[src/sv/wbs_pkg.sv]
package wbs_pkg;

    // item field widths
    localparam int REQ_W     = 2;
    localparam int WEIGHT_W  = 16;
    localparam int MAG_W     = WEIGHT_W - 1;
    localparam int UNIFORM_W = 16;
    localparam int BIN_W     = 6;

    // default table size and command queue depth
    localparam int MAX_BINS_DEF = 64;
    localparam int CMD_DEPTH    = 4;

    // result status codes
    localparam logic STATUS_OK    = 1'b0;
    localparam logic STATUS_EMPTY = 1'b1;

    // request codes
    typedef enum logic [REQ_W-1:0] {
        REQ_START  = 2'd0,
        REQ_APPEND = 2'd1,
        REQ_DRAW   = 2'd2,
        REQ_RSVD   = 2'd3
    } req_code_t;

    // decoded command handed from the front end to the back end
    typedef struct packed {
        req_code_t              kind;
        logic [MAG_W-1:0]       weight;
        logic [UNIFORM_W-1:0]   uniform;
    } cmd_t;

    // back end sequencer states
    typedef enum logic [1:0] {
        ST_IDLE = 2'd0,
        ST_READ = 2'd1,
        ST_CMP  = 2'd2
    } back_state_t;

endpackage

[src/sv/weighted_bin_sampler_top.sv]
// load items: taken from the command queue and, while the table has room, written to it in the same cycle
// draw items over n bins: empty goes low once the binary search over the sum memory ends
// (one read and one compare per step) and the result register is loaded
// a draw on an empty table gives its result without a search; up to 4 items queue up
// reset (rst_n, asynchronous) empties the queue, the table count and the result register;
// the sum memory is not cleared, only entries below the count are ever read
module weighted_bin_sampler_top #(
    parameter int MAX_BINS = wbs_pkg::MAX_BINS_DEF
) (
    input  logic                                clk,
    input  logic                                rst_n,
    input  logic                                push,
    output logic                                full,
    input  logic [wbs_pkg::REQ_W-1:0]           req_type,
    input  logic signed [wbs_pkg::WEIGHT_W-1:0] weight,
    input  logic [wbs_pkg::UNIFORM_W-1:0]       uniform,
    output logic                                empty,
    input  logic                                pop,
    output logic [wbs_pkg::BIN_W-1:0]           bin_index,
    output logic                                status
);
    import wbs_pkg::*;

    logic cmd_valid;
    cmd_t cmd;
    logic cmd_take;

    // front end: decode, clamp and queue items
    wbs_front u_front (
        .clk       (clk),
        .rst_n     (rst_n),
        .push      (push),
        .full      (full),
        .req_type  (req_type),
        .weight    (weight),
        .uniform   (uniform),
        .cmd_valid (cmd_valid),
        .cmd       (cmd),
        .cmd_take  (cmd_take)
    );

    // back end: table update, search and result register
    wbs_back #(
        .MAX_BINS (MAX_BINS)
    ) u_back (
        .clk       (clk),
        .rst_n     (rst_n),
        .cmd_valid (cmd_valid),
        .cmd       (cmd),
        .cmd_take  (cmd_take),
        .empty     (empty),
        .pop       (pop),
        .bin_index (bin_index),
        .status    (status)
    );

endmodule

[src/sv/wbs_ram.sv]
module wbs_ram #(
    parameter int WIDTH = 21,
    parameter int DEPTH = 64
) (
    input  logic                     clk,
    input  logic                     we,
    input  logic [$clog2(DEPTH)-1:0] waddr,
    input  logic [WIDTH-1:0]         wdata,
    input  logic [$clog2(DEPTH)-1:0] raddr,
    output logic [WIDTH-1:0]         rdata
);

    logic [WIDTH-1:0] mem_reg [DEPTH];
    logic [WIDTH-1:0] rdata_reg;

    // single write port, registered read port
    always_ff @(posedge clk)
    begin
        if (we)
        begin
            mem_reg[waddr] <= wdata;
        end
        rdata_reg <= mem_reg[raddr];
    end

    assign rdata = rdata_reg;

endmodule

[src/sv/wbs_front.sv]
module wbs_front (
    input  logic                           clk,
    input  logic                           rst_n,
    input  logic                           push,
    output logic                           full,
    input  logic [wbs_pkg::REQ_W-1:0]      req_type,
    input  logic signed [wbs_pkg::WEIGHT_W-1:0] weight,
    input  logic [wbs_pkg::UNIFORM_W-1:0]  uniform,
    output logic                           cmd_valid,
    output wbs_pkg::cmd_t                  cmd,
    input  logic                           cmd_take
);
    import wbs_pkg::*;

    localparam int PTR_W = $clog2(CMD_DEPTH);
    localparam int CNT_W = PTR_W + 1;

    cmd_t             q_reg [CMD_DEPTH];
    logic [PTR_W-1:0] wr_ptr_reg, wr_ptr_next;
    logic [PTR_W-1:0] rd_ptr_reg, rd_ptr_next;
    logic [CNT_W-1:0] cnt_reg, cnt_next;
    cmd_t             in_cmd;
    logic             in_en;

    // decode and clamp: negative weights count as zero, reserved codes are dropped
    always_comb
    begin
        in_cmd.kind    = req_code_t'(req_type);
        in_cmd.weight  = weight[WEIGHT_W-1] ? '0 : weight[MAG_W-1:0];
        in_cmd.uniform = uniform;
    end

    assign full  = (cnt_reg == CNT_W'(CMD_DEPTH));
    assign in_en = push && !full && (req_type != REQ_RSVD);

    // queue pointers and fill level
    always_comb
    begin
        wr_ptr_next = wr_ptr_reg;
        rd_ptr_next = rd_ptr_reg;
        cnt_next    = cnt_reg;
        if (in_en)
        begin
            wr_ptr_next = wr_ptr_reg + PTR_W'(1);
        end
        if (cmd_take)
        begin
            rd_ptr_next = rd_ptr_reg + PTR_W'(1);
        end
        if (in_en && !cmd_take)
        begin
            cnt_next = cnt_reg + CNT_W'(1);
        end
        else if (!in_en && cmd_take)
        begin
            cnt_next = cnt_reg - CNT_W'(1);
        end
    end

    always_ff @(posedge clk or negedge rst_n)
    begin
        if (!rst_n)
        begin
            wr_ptr_reg <= '0;
            rd_ptr_reg <= '0;
            cnt_reg    <= '0;
        end
        else
        begin
            wr_ptr_reg <= wr_ptr_next;
            rd_ptr_reg <= rd_ptr_next;
            cnt_reg    <= cnt_next;
        end
    end

    // queue storage
    always_ff @(posedge clk)
    begin
        if (in_en)
        begin
            q_reg[wr_ptr_reg] <= in_cmd;
        end
    end

    assign cmd_valid = (cnt_reg != '0);
    assign cmd       = q_reg[rd_ptr_reg];

    // checks
    assert property (@(posedge clk) disable iff (!rst_n)
        cnt_reg <= CNT_W'(CMD_DEPTH))
        else $error("command queue over-filled");

    assert property (@(posedge clk) disable iff (!rst_n)
        PTR_W'(wr_ptr_reg - rd_ptr_reg) == cnt_reg[PTR_W-1:0])
        else $error("queue pointers disagree with fill level");

    assert property (@(posedge clk) disable iff (!rst_n)
        push && !full && (req_type == REQ_RSVD) && !cmd_take
        |=> cnt_reg == $past(cnt_reg))
        else $error("reserved request code entered the queue");

endmodule

[src/sv/wbs_back.sv]
module wbs_back #(
    parameter int MAX_BINS = wbs_pkg::MAX_BINS_DEF
) (
    input  logic                       clk,
    input  logic                       rst_n,
    input  logic                       cmd_valid,
    input  wbs_pkg::cmd_t              cmd,
    output logic                       cmd_take,
    output logic                       empty,
    input  logic                       pop,
    output logic [wbs_pkg::BIN_W-1:0]  bin_index,
    output logic                       status
);
    import wbs_pkg::*;

    localparam int AW    = $clog2(MAX_BINS);
    localparam int CNT_W = $clog2(MAX_BINS + 1);
    localparam int CUM_W = MAG_W + AW;
    localparam int XW    = UNIFORM_W + CUM_W;

    back_state_t      state_reg, state_next;
    logic [CNT_W-1:0] count_reg, count_next;
    logic [CUM_W-1:0] total_reg, total_next;
    logic [XW-1:0]    x_reg, x_next;
    logic [CNT_W-1:0] lo_reg, lo_next;
    logic [CNT_W-1:0] hi_reg, hi_next;
    logic             res_valid_reg, res_valid_next;
    logic [BIN_W-1:0] res_bin_reg, res_bin_next;
    logic             res_status_reg, res_status_next;

    logic             ram_we;
    logic [AW-1:0]    ram_waddr;
    logic [CUM_W-1:0] ram_wdata;
    logic [AW-1:0]    ram_raddr;
    logic [CUM_W-1:0] ram_rdata;

    logic             out_free;
    logic             res_load;
    logic [CNT_W:0]   mid_sum;
    logic [CNT_W-1:0] mid;
    logic             hit;
    logic [AW-1:0]    answer;
    logic [BIN_W+AW-1:0] answer_ext;
    logic [CUM_W-1:0] w_ext;

    // cumulative sum table
    wbs_ram #(
        .WIDTH (CUM_W),
        .DEPTH (MAX_BINS)
    ) u_cum_ram (
        .clk   (clk),
        .we    (ram_we),
        .waddr (ram_waddr),
        .wdata (ram_wdata),
        .raddr (ram_raddr),
        .rdata (ram_rdata)
    );

    assign out_free = !res_valid_reg || pop;
    assign w_ext    = CUM_W'(cmd.weight);

    // binary search probe and predicate: first bin whose scaled sum is nonzero and reaches u*total
    assign mid_sum = {1'b0, lo_reg} + {1'b0, hi_reg};
    assign mid     = mid_sum[CNT_W:1];
    assign hit     = ({ram_rdata, UNIFORM_W'(0)} >= x_reg) && (ram_rdata != '0);

    // search falling off the end means no positive weight: bin 0
    assign answer     = (lo_reg == count_reg) ? '0 : lo_reg[AW-1:0];
    assign answer_ext = {{BIN_W{1'b0}}, answer};

    // next state
    always_comb
    begin
        state_next = state_reg;
        case (state_reg)
            ST_IDLE:
            begin
                if (cmd_valid && (cmd.kind == REQ_DRAW) && (count_reg != '0))
                begin
                    state_next = ST_READ;
                end
            end
            ST_READ:
            begin
                if (lo_reg < hi_reg)
                begin
                    state_next = ST_CMP;
                end
                else if (out_free)
                begin
                    state_next = ST_IDLE;
                end
            end
            ST_CMP:
            begin
                state_next = ST_READ;
            end
            default:
            begin
                state_next = ST_IDLE;
            end
        endcase
    end

    // sequencer outputs
    always_comb
    begin
        cmd_take  = 1'b0;
        ram_we    = 1'b0;
        ram_waddr = count_reg[AW-1:0];
        ram_wdata = total_reg + w_ext;
        ram_raddr = mid[AW-1:0];
        res_load  = 1'b0;
        case (state_reg)
            ST_IDLE:
            begin
                if (cmd_valid)
                begin
                    case (cmd.kind)
                        REQ_START:
                        begin
                            cmd_take  = 1'b1;
                            ram_we    = 1'b1;
                            ram_waddr = '0;
                            ram_wdata = w_ext;
                        end
                        REQ_APPEND:
                        begin
                            cmd_take = 1'b1;
                            if (count_reg == '0)
                            begin
                                ram_we    = 1'b1;
                                ram_waddr = '0;
                                ram_wdata = w_ext;
                            end
                            else if (count_reg < CNT_W'(MAX_BINS))
                            begin
                                ram_we = 1'b1;
                            end
                        end
                        REQ_DRAW:
                        begin
                            if (count_reg != '0)
                            begin
                                cmd_take = 1'b1;
                            end
                            else if (out_free)
                            begin
                                cmd_take = 1'b1;
                                res_load = 1'b1;
                            end
                        end
                        default:
                        begin
                            cmd_take = 1'b1;
                        end
                    endcase
                end
            end
            ST_READ:
            begin
                if (!(lo_reg < hi_reg) && out_free)
                begin
                    res_load = 1'b1;
                end
            end
            ST_CMP:
            begin
                res_load = 1'b0;
            end
            default:
            begin
                res_load = 1'b0;
            end
        endcase
    end

    // table, search and result datapath
    always_comb
    begin
        count_next      = count_reg;
        total_next      = total_reg;
        x_next          = x_reg;
        lo_next         = lo_reg;
        hi_next         = hi_reg;
        res_valid_next  = res_valid_reg;
        res_bin_next    = res_bin_reg;
        res_status_next = res_status_reg;

        if (ram_we)
        begin
            total_next = ram_wdata;
            count_next = CNT_W'(ram_waddr) + CNT_W'(1);
        end

        if ((state_reg == ST_IDLE) && (state_next == ST_READ))
        begin
            x_next  = XW'(cmd.uniform) * XW'(total_reg);
            lo_next = '0;
            hi_next = count_reg;
        end

        if (state_reg == ST_CMP)
        begin
            if (hit)
            begin
                hi_next = mid;
            end
            else
            begin
                lo_next = mid + CNT_W'(1);
            end
        end

        if (res_load)
        begin
            res_valid_next = 1'b1;
            if (state_reg == ST_IDLE)
            begin
                res_bin_next    = '0;
                res_status_next = STATUS_EMPTY;
            end
            else
            begin
                res_bin_next    = answer_ext[BIN_W-1:0];
                res_status_next = STATUS_OK;
            end
        end
        else if (pop)
        begin
            res_valid_next = 1'b0;
        end
    end

    // control registers
    always_ff @(posedge clk or negedge rst_n)
    begin
        if (!rst_n)
        begin
            state_reg     <= ST_IDLE;
            count_reg     <= '0;
            total_reg     <= '0;
            res_valid_reg <= 1'b0;
        end
        else
        begin
            state_reg     <= state_next;
            count_reg     <= count_next;
            total_reg     <= total_next;
            res_valid_reg <= res_valid_next;
        end
    end

    // payload registers
    always_ff @(posedge clk)
    begin
        x_reg          <= x_next;
        lo_reg         <= lo_next;
        hi_reg         <= hi_next;
        res_bin_reg    <= res_bin_next;
        res_status_reg <= res_status_next;
    end

    assign empty     = !res_valid_reg;
    assign bin_index = res_bin_reg;
    assign status    = res_status_reg;

    // checks
    assert property (@(posedge clk) disable iff (!rst_n)
        count_reg <= CNT_W'(MAX_BINS))
        else $error("bin count above table size");

    assert property (@(posedge clk) disable iff (!rst_n)
        (state_reg == ST_READ || state_reg == ST_CMP)
        |-> (lo_reg <= hi_reg) && (hi_reg <= count_reg))
        else $error("search bounds out of order");

    assert property (@(posedge clk) disable iff (!rst_n)
        res_valid_reg && !pop |=> res_valid_reg && $stable(res_bin_reg)
        && $stable(res_status_reg))
        else $error("waiting result overwritten");

    assert property (@(posedge clk) disable iff (!rst_n)
        res_valid_reg && (res_status_reg == STATUS_EMPTY) |-> (res_bin_reg == '0))
        else $error("empty-table result carries a bin");

    assert property (@(posedge clk) disable iff (!rst_n)
        cmd_take |-> cmd_valid)
        else $error("command taken from an empty queue");

endmodule
[config.mk]
export PLATFORM = sky130hd
export DESIGN_NAME = weighted_bin_sampler_top
export DESIGN_NICKNAME = d
export VERILOG_FILES = /design/src/sv/wbs_pkg.sv /design/src/sv/weighted_bin_sampler_top.sv /design/src/sv/wbs_ram.sv /design/src/sv/wbs_front.sv /design/src/sv/wbs_back.sv
export SDC_FILE = /design/constraint.sdc
export NUM_CORES = 2
export LEC_CHECK = 0
export BUFFER_PORTS_ARGS = -buffer_cell sky130_fd_sc_hd__buf_2
export CELL_PAD_IN_SITES_DETAIL_PLACEMENT = 0
export CELL_PAD_IN_SITES_GLOBAL_PLACEMENT = 2
export CORE_MARGIN = 3
export CORE_UTILIZATION = 49
export CTS_CLUSTER_SIZE = 40
export DETAILED_ROUTE_END_ITERATION = 10
export GPL_ROUTABILITY_DRIVEN = 0
export MAX_ROUTING_LAYER = met4
export PLACE_DENSITY_LB_ADDON = 0.1
export SETUP_SLACK_MARGIN = 0.3
export SYNTH_ARGS = -nofsm -noshare
export SYNTH_HDL_FRONTEND = slang
export SYNTH_HIERARCHICAL = 1
export SYNTH_SLANG_ARGS = --single-unit
export TNS_END_PERCENT = 1
[constraint.sdc]
create_clock -name clk -period 7.2 [get_ports clk]
set_input_delay 1.08 -clock clk [delete_from_list [all_inputs] [get_ports clk]]
set_output_delay 1.08 -clock clk [all_outputs]
set_load 0.05 [all_outputs]
# Word-level counts from Yosys, hierarchy flattened
# Memory sizes are Yosys's and may differ from the RTL's. A register that Yosys moved wholly into a read port is not among the register bits.
# Cells that the tools add are included.
dict set report classes {
  n_reduce_logical 24
  n_mul 1
  addsub 8
  n_mux 43
  n_eq_ne 8
  order_cmp 3
}
# op count
set ops {}
lappend ops {{$mux W21} 3}
lappend ops {{$mux W7} 6}
lappend ops {{$pmux W21 S2} 1}
lappend ops {{$ge A37 B37 Y1} 1}
lappend ops {{$mul A16 B21 Y37} 1}
lappend ops {{$add A21 B15 Y21} 1}
lappend ops {{$reduce_bool A21 Y1} 1}
lappend ops {{$mux W1} 20}
lappend ops {{$mux W6} 3}
lappend ops {{$mux W15} 1}
lappend ops {{$pmux W6 S2} 1}
lappend ops {{$logic_and A1 B1 Y1} 9}
lappend ops {{$add A7 B7 Y8} 1}
lappend ops {{$add A6 B1 Y7 const B} 1}
lappend ops {{$add A7 B1 Y7 const B} 1}
lappend ops {{$eq A7 B7 Y1} 1}
lappend ops {{$logic_not A7 Y1} 1}
lappend ops {{$lt A7 B7 Y1} 1}
lappend ops {{$lt A7 B7 Y1 const B} 1}
lappend ops {{$reduce_bool A7 Y1} 1}
lappend ops {{$eq A2 B1 Y1 const B} 3}
lappend ops {{$mux W2} 3}
lappend ops {{$mux W3} 2}
lappend ops {{$pmux W2 S3} 1}
lappend ops {{other kinds (13)} 22}
dict set report word_totals {
  ram_bits 1476
  output_inout_bits 9
  in_bits 38
  memories 2
  register_bits 96
  elab_cells 101
}
# name depth width rd rd_clocked_by_memory_dff wr line
set memory_table {}
lappend memory_table {u_back.u_cum_ram.mem_reg 64 21 1 1 1 wbs_ram.sv:13} ;# logic [WIDTH-1:0] mem_reg [DEPTH];
lappend memory_table {u_front.q_reg 4 33 1 0 1 wbs_front.sv:18} ;# cmd_t q_reg [CMD_DEPTH];

# Depth between registers and ports, before layout
# An unclocked memory read counts as a cell.
dict set report logic_depth {
  ltp_word 11
  ltp_mapped 27
  mapped_depth_nobuf 23
}

# Modules after synthesis
# The synthesis kept the hierarchy.
# module instances cells_per_inst seq_area_each_um2 area_per_inst_um2
set by_module_without_submodules {}
lappend by_module_without_submodules {wbs_ram 1 2190 40779.1 51717.1}
lappend by_module_without_submodules {wbs_back 1 1833 2377.3 16363.2}
lappend by_module_without_submodules {wbs_front 1 224 4139.0 5305.1}

# Least setup slack after synthesis
# No wires, ideal clock.
dict set report synth_path {
  path_kind {flip-flop to flip-flop}
  startpoint {register u_front.rd_ptr_reg[0]}
  endpoint {register u_back.x_reg[30], data pin}
  path_buffers 3
  setup_ns 0.265
  path_slack_ns 0.599
  required_time_ns 6.935
  path_stages_with_launch 25
  synth_period_minus_slack_ns 6.601
  t_arrival_ns 6.336
  cell_sequence {dfrtp_1 buf_6 buf_6 mux4_2 clkbuf_1 and2_1 fa_1 fa_1 fa_1 inv_1 fa_1 inv_1 fa_1 inv_1 fa_1 inv_1 ha_1 a21oi_1 o21ai_0 nor4_1 or3_1 a21oi_1 a211oi_1 o21ai_0 xor2_1}
}
# item line
set synth_lines {}
lappend synth_lines {{from (decl)} wbs_front.sv:20} ;# logic [PTR_W-1:0] rd_ptr_reg, rd_ptr_next;
lappend synth_lines {{from (signal assigned)} wbs_front.sv:71} ;# rd_ptr_reg <= rd_ptr_next;
lappend synth_lines {{to (signal assigned)} wbs_back.sv:257} ;# x_reg <= x_next;
lappend synth_lines {{to (decl)} wbs_back.sv:24} ;# logic [XW-1:0] x_reg, x_next;

==> results by group <==
Yosys
  – Post-Syn Area: 73400 um2
  – Seq cells post-synth: 1593
  – Synth Flop Type: edfxtp_1
  – Post-synth ARST share: 2.39%
  – Post-synthesis cell count: ~4200
  – Mapped Avg Cell Area: 17.3 um2
  – Post-synth EDFFs: 1520
  – Syn Nets: 4716
  – Synth cell types: 78
  – Synthesis Warnings: 6
  – Register area share after synthesis: 64.4%

Setup path
  – R2R Path End: u_back/x_reg[28]$_DFFE_PP_
  – Reg-to-reg critical path startpoint: u_front/rd_ptr_reg[0]$_DFFE_PN0P_
  – R2R setup slack: 0.51 ns
  – Worst-case reg-to-reg path depth: 22
  – Critical Path AT: 7.20 ns
  – CP Launch Type: flip-flop
  – Crit Path Class: flip-flop to flip-flop
  – Critical Path Sink Type: flip-flop
  – Critical Path Source: u_front/rd_ptr_reg[0]$_DFFE_PN0P_
  – WP data required: just under 8 ns
  – CP max FO: 9

Hold path
  – Hold Path Class: input port to async pin

Clock tree
  – # H-tree levels: 4
  – CTS max path bufs: 3
  – Cts hold-fix bufs: 0
  – Clock Root Buffer: clkbuf_16
  – CTS buffer count: roughly 170
  – Worst-skew pair later-pin latency: 0.79 ns
  – # clock sinks: approximately 1600
  – Clock-pin slew on the worst setup and hold paths: roughly 0.06 ns
  – CTS tree: done

Global routing
  – First-pass GRT wire length: between 200000 and 300000 um
  – GR Overflow Total: 0
  – Most Crowded Layer GR: met2
  – M2 GR Usage: 38.8%
  – Met1 usage: around 35%
  – Number of global-route vias before repair: 39978
  – Largest net degree at the start of global routing: 98
  – GRT Total Usage: 25.0%
  – Initial antenna violation count: 3
  – Global-route met3 utilization: approximately 4.1%

Cells and area
  – Area growth, synth to finish: 13.1%
  – Layout cells sized above 1: 22.7%
  – Final core utilization: 56.0%
  – Nets: 4929
  – Fin area: 83000 um2
  – Finished Layout Cells: about 6500
  – Max reg flops: 1344

Placement
  – Inst Count DP: 6196
  – Placed cell areas: 76900 um2
  – IO Port Bufs: 46
  – Final HPWL DP: 117000 um

STA
  – Fin crit period: about 6.7 ns
  – Period utilization: 93.0%
  – Total negative slack: 0 ns
  – Final setup fails: 0
  – Relative slew slack: 14.2%
  – Max Slew Vio Count: 0
  – FMAX: between 100 and 150 MHz
  – Clock skew: 0.0396 ns
  – Final Hold Viols: 0
  – Unrepaired setup endpoints after global routing: yes
  – Worst-margin pin slew: ~1.3 ns

Routing
  – DR pass1 iterations: 6
  – Via density: 5.87
  – # DRC: 0
  – DR vias: about 38000
  – WL/cell: around 28 um
  – Antenna viol nets, final: 0
  – Routed wire length: 182000 um
  – Initial drt markers: 3313

Floorplan
  – Die Height: 393 um
  – Die area: 154000 um2
  – Core ar.: between 100000 and 150000 um2
  – Initial core utilization: 49.5%
  – Number of cell rows: 141
  – IO Count: between 40 and 50
  – Die width: 393 um

Flow run
  – Max Cap Violations: 0

Outcome
  – Status: finished, final reports clean
==> cells in the final DEF (no fill, tap or decap), types with 15 or more instances in the layout <==
master        n
ha_1        154
nor2_2       60
mux2_2       16
edfxtp_1   1520
fa_1        264
clkinv_2     18
clkbuf_16   171
mux4_2      389
nand4_1      15
a21oi_1      58
clkbuf_1     39
xnor2_1      46
nor2b_1      53
a211oi_1     19
dfrtp_1      37
a21o_1       22
xor2_1       24
o211ai_1     15
o22ai_1      20
and2_1      157
inv_1       361
dfxtp_1      35
nand3_1      20
buf_2        46
nor2_1       53
o31ai_1      22
nand2_1     301
clkinv_1     35
buf_12       19
mux2i_1      66
buf_4       180
o21ai_0      49
o221ai_1     34
a22oi_1      16
nor3_1       15
==> final cells by class <==
| cell class | count | area, um2 |
|---|---|---|
| sequential | 1593 | 47300 |
| inverter | 366 | 1380 |
| clock buffer | 219 | 4550 |
| timing repair buffer | 248 | 2000 |
| multi-input combinational | 2084 | 24400 |
| tap | 1930 | 2410 |
| clock inverter | 87 | 1000 |
| fill | 11571 | 65200 |
| antenna | 6 | 15.0 |
==> how the worst max path moves through the flow <==
| stage | endpoint | depth (start not counted) | slack [ns] |
|---|---|---|---|
| final | u_back/x_reg[28]$_DFFE_PP_ | 22 | 0.51 |
| after global routing | u_back/x_reg[33]$_DFFE_PP_ | 26 | 0.23 |
| after CTS | u_back/x_reg[36]$_DFFE_PP_ | 23 | 0.28 |
| after detailed placement | u_back/x_reg[35]$_DFFE_PP_ | 23 | 0.02 |
| after global placement | u_back/x_reg[35]$_DFFE_PP_ | 23 | 0.05 |
| after floorplan | u_back/x_reg[30]$_DFFE_PP_ | 24 | 0.60 |
==> Yosys cell counts (4+ instances only) <==
| master | n | area, um2 |
|---|---|---|
| clkbuf_1 | 123 | 462 |
| o221ai_1 | 35 | 307 |
| or2_2 | 4 | 25.0 |
| and2_1 | 157 | 982 |
| mux4_2 | 389 | 8760 |
| buf_4 | 28 | 210 |
| a211oi_1 | 24 | 180 |
| or4_1 | 12 | 90.1 |
| dfxtp_1 | 35 | 701 |
| buf_1 | 13 | 48.8 |
| xnor2_1 | 47 | 412 |
| or3_1 | 4 | 25.0 |
| inv_1 | 364 | 1370 |
| nor2b_1 | 53 | 332 |
| o211ai_1 | 15 | 113 |
| buf_2 | 30 | 150 |
| dfrtp_1 | 38 | 951 |
| nand4_1 | 15 | 93.8 |
| ha_1 | 164 | 2050 |
| mux2i_1 | 66 | 661 |
| nand2b_1 | 10 | 62.6 |
| edfxtp_1 | 1520 | 45600 |
| a22oi_1 | 16 | 120 |
| buf_6 | 9 | 101 |
| a21oi_1 | 69 | 345 |
| a31oi_1 | 5 | 31.3 |
| nand3_1 | 20 | 100 |
| nand2_1 | 311 | 1170 |
| mux2_2 | 16 | 180 |
| o31ai_1 | 22 | 165 |
| and3_1 | 5 | 31.3 |
| o22ai_1 | 20 | 125 |
| o21ai_0 | 60 | 300 |
| a21o_1 | 22 | 165 |
| fa_1 | 267 | 5350 |
| nor3_1 | 18 | 90.1 |
| nor2_1 | 118 | 443 |
| o21bai_1 | 12 | 90.1 |
| nand3b_1 | 10 | 75.1 |
| xor2_1 | 25 | 219 |
| nor4_1 | 13 | 81.3 |
==> per-stage QoR <==
step / hold slack (ns) / worst slack (ns)
after floorplan: 0.456 / 0.599
after global placement: 0.479 / 0.0501
after detailed placement: 0.485 / 0.0218
after CTS: 0.351 / 0.281
after global routing: 0.365 / 0.230
final: 0.369 / 0.507
==> logic make-up after synthesis <==
family | count (synthesis) | share of synthesized area [%]
simple gates | 772 | 5.18
fa+ha+maj | 431 | 10.1
flops | 1593 | 64.4
buf+inv | 570 | 3.21
compound gates | 336 | 3.10
xor+xnor | 72 | 0.859
mux | 473 | 13.1
==> critical path: stages, from the launching register on <==
cell      delay [ns]
dfrtp_2         0.37
buf_12          0.14
mux4_2          0.59
buf_12          0.17
and2_1          0.15
fa_1            0.53
inv_1           0.05
fa_1            0.50
fa_1            0.51
inv_1           0.05
fa_1            0.49
fa_1            0.52
inv_1           0.06
fa_1            0.47
inv_1           0.06
ha_4            0.29
nand4_1         0.17
or3_4           0.44
o31a_1          0.34
a21oi_2         0.17
a211oi_2        0.07
buf_4           0.16
xnor2_1         0.12
==> timing repair <==
action,4_1_cts,5_1_grt
pin swaps,2,33
endpoints found under the setup margin,11,16
resized for setup,8,52
buffers inserted,7,18
==> metal layers <==
| metal | vias up | routed length [um] |
|---|---|---|
| met4 | 0 | 3340 |
| li1 | 16520 | - |
| met1 | 20550 | 79800 |
| met3 | 217 | 11000 |
| met5 | - | 0 |
| met2 | 1036 | 87600 |
Power is left out: the tool's default activity adds up to more than one toggle a clock period on the data nets, which glitch-free logic cannot reach.
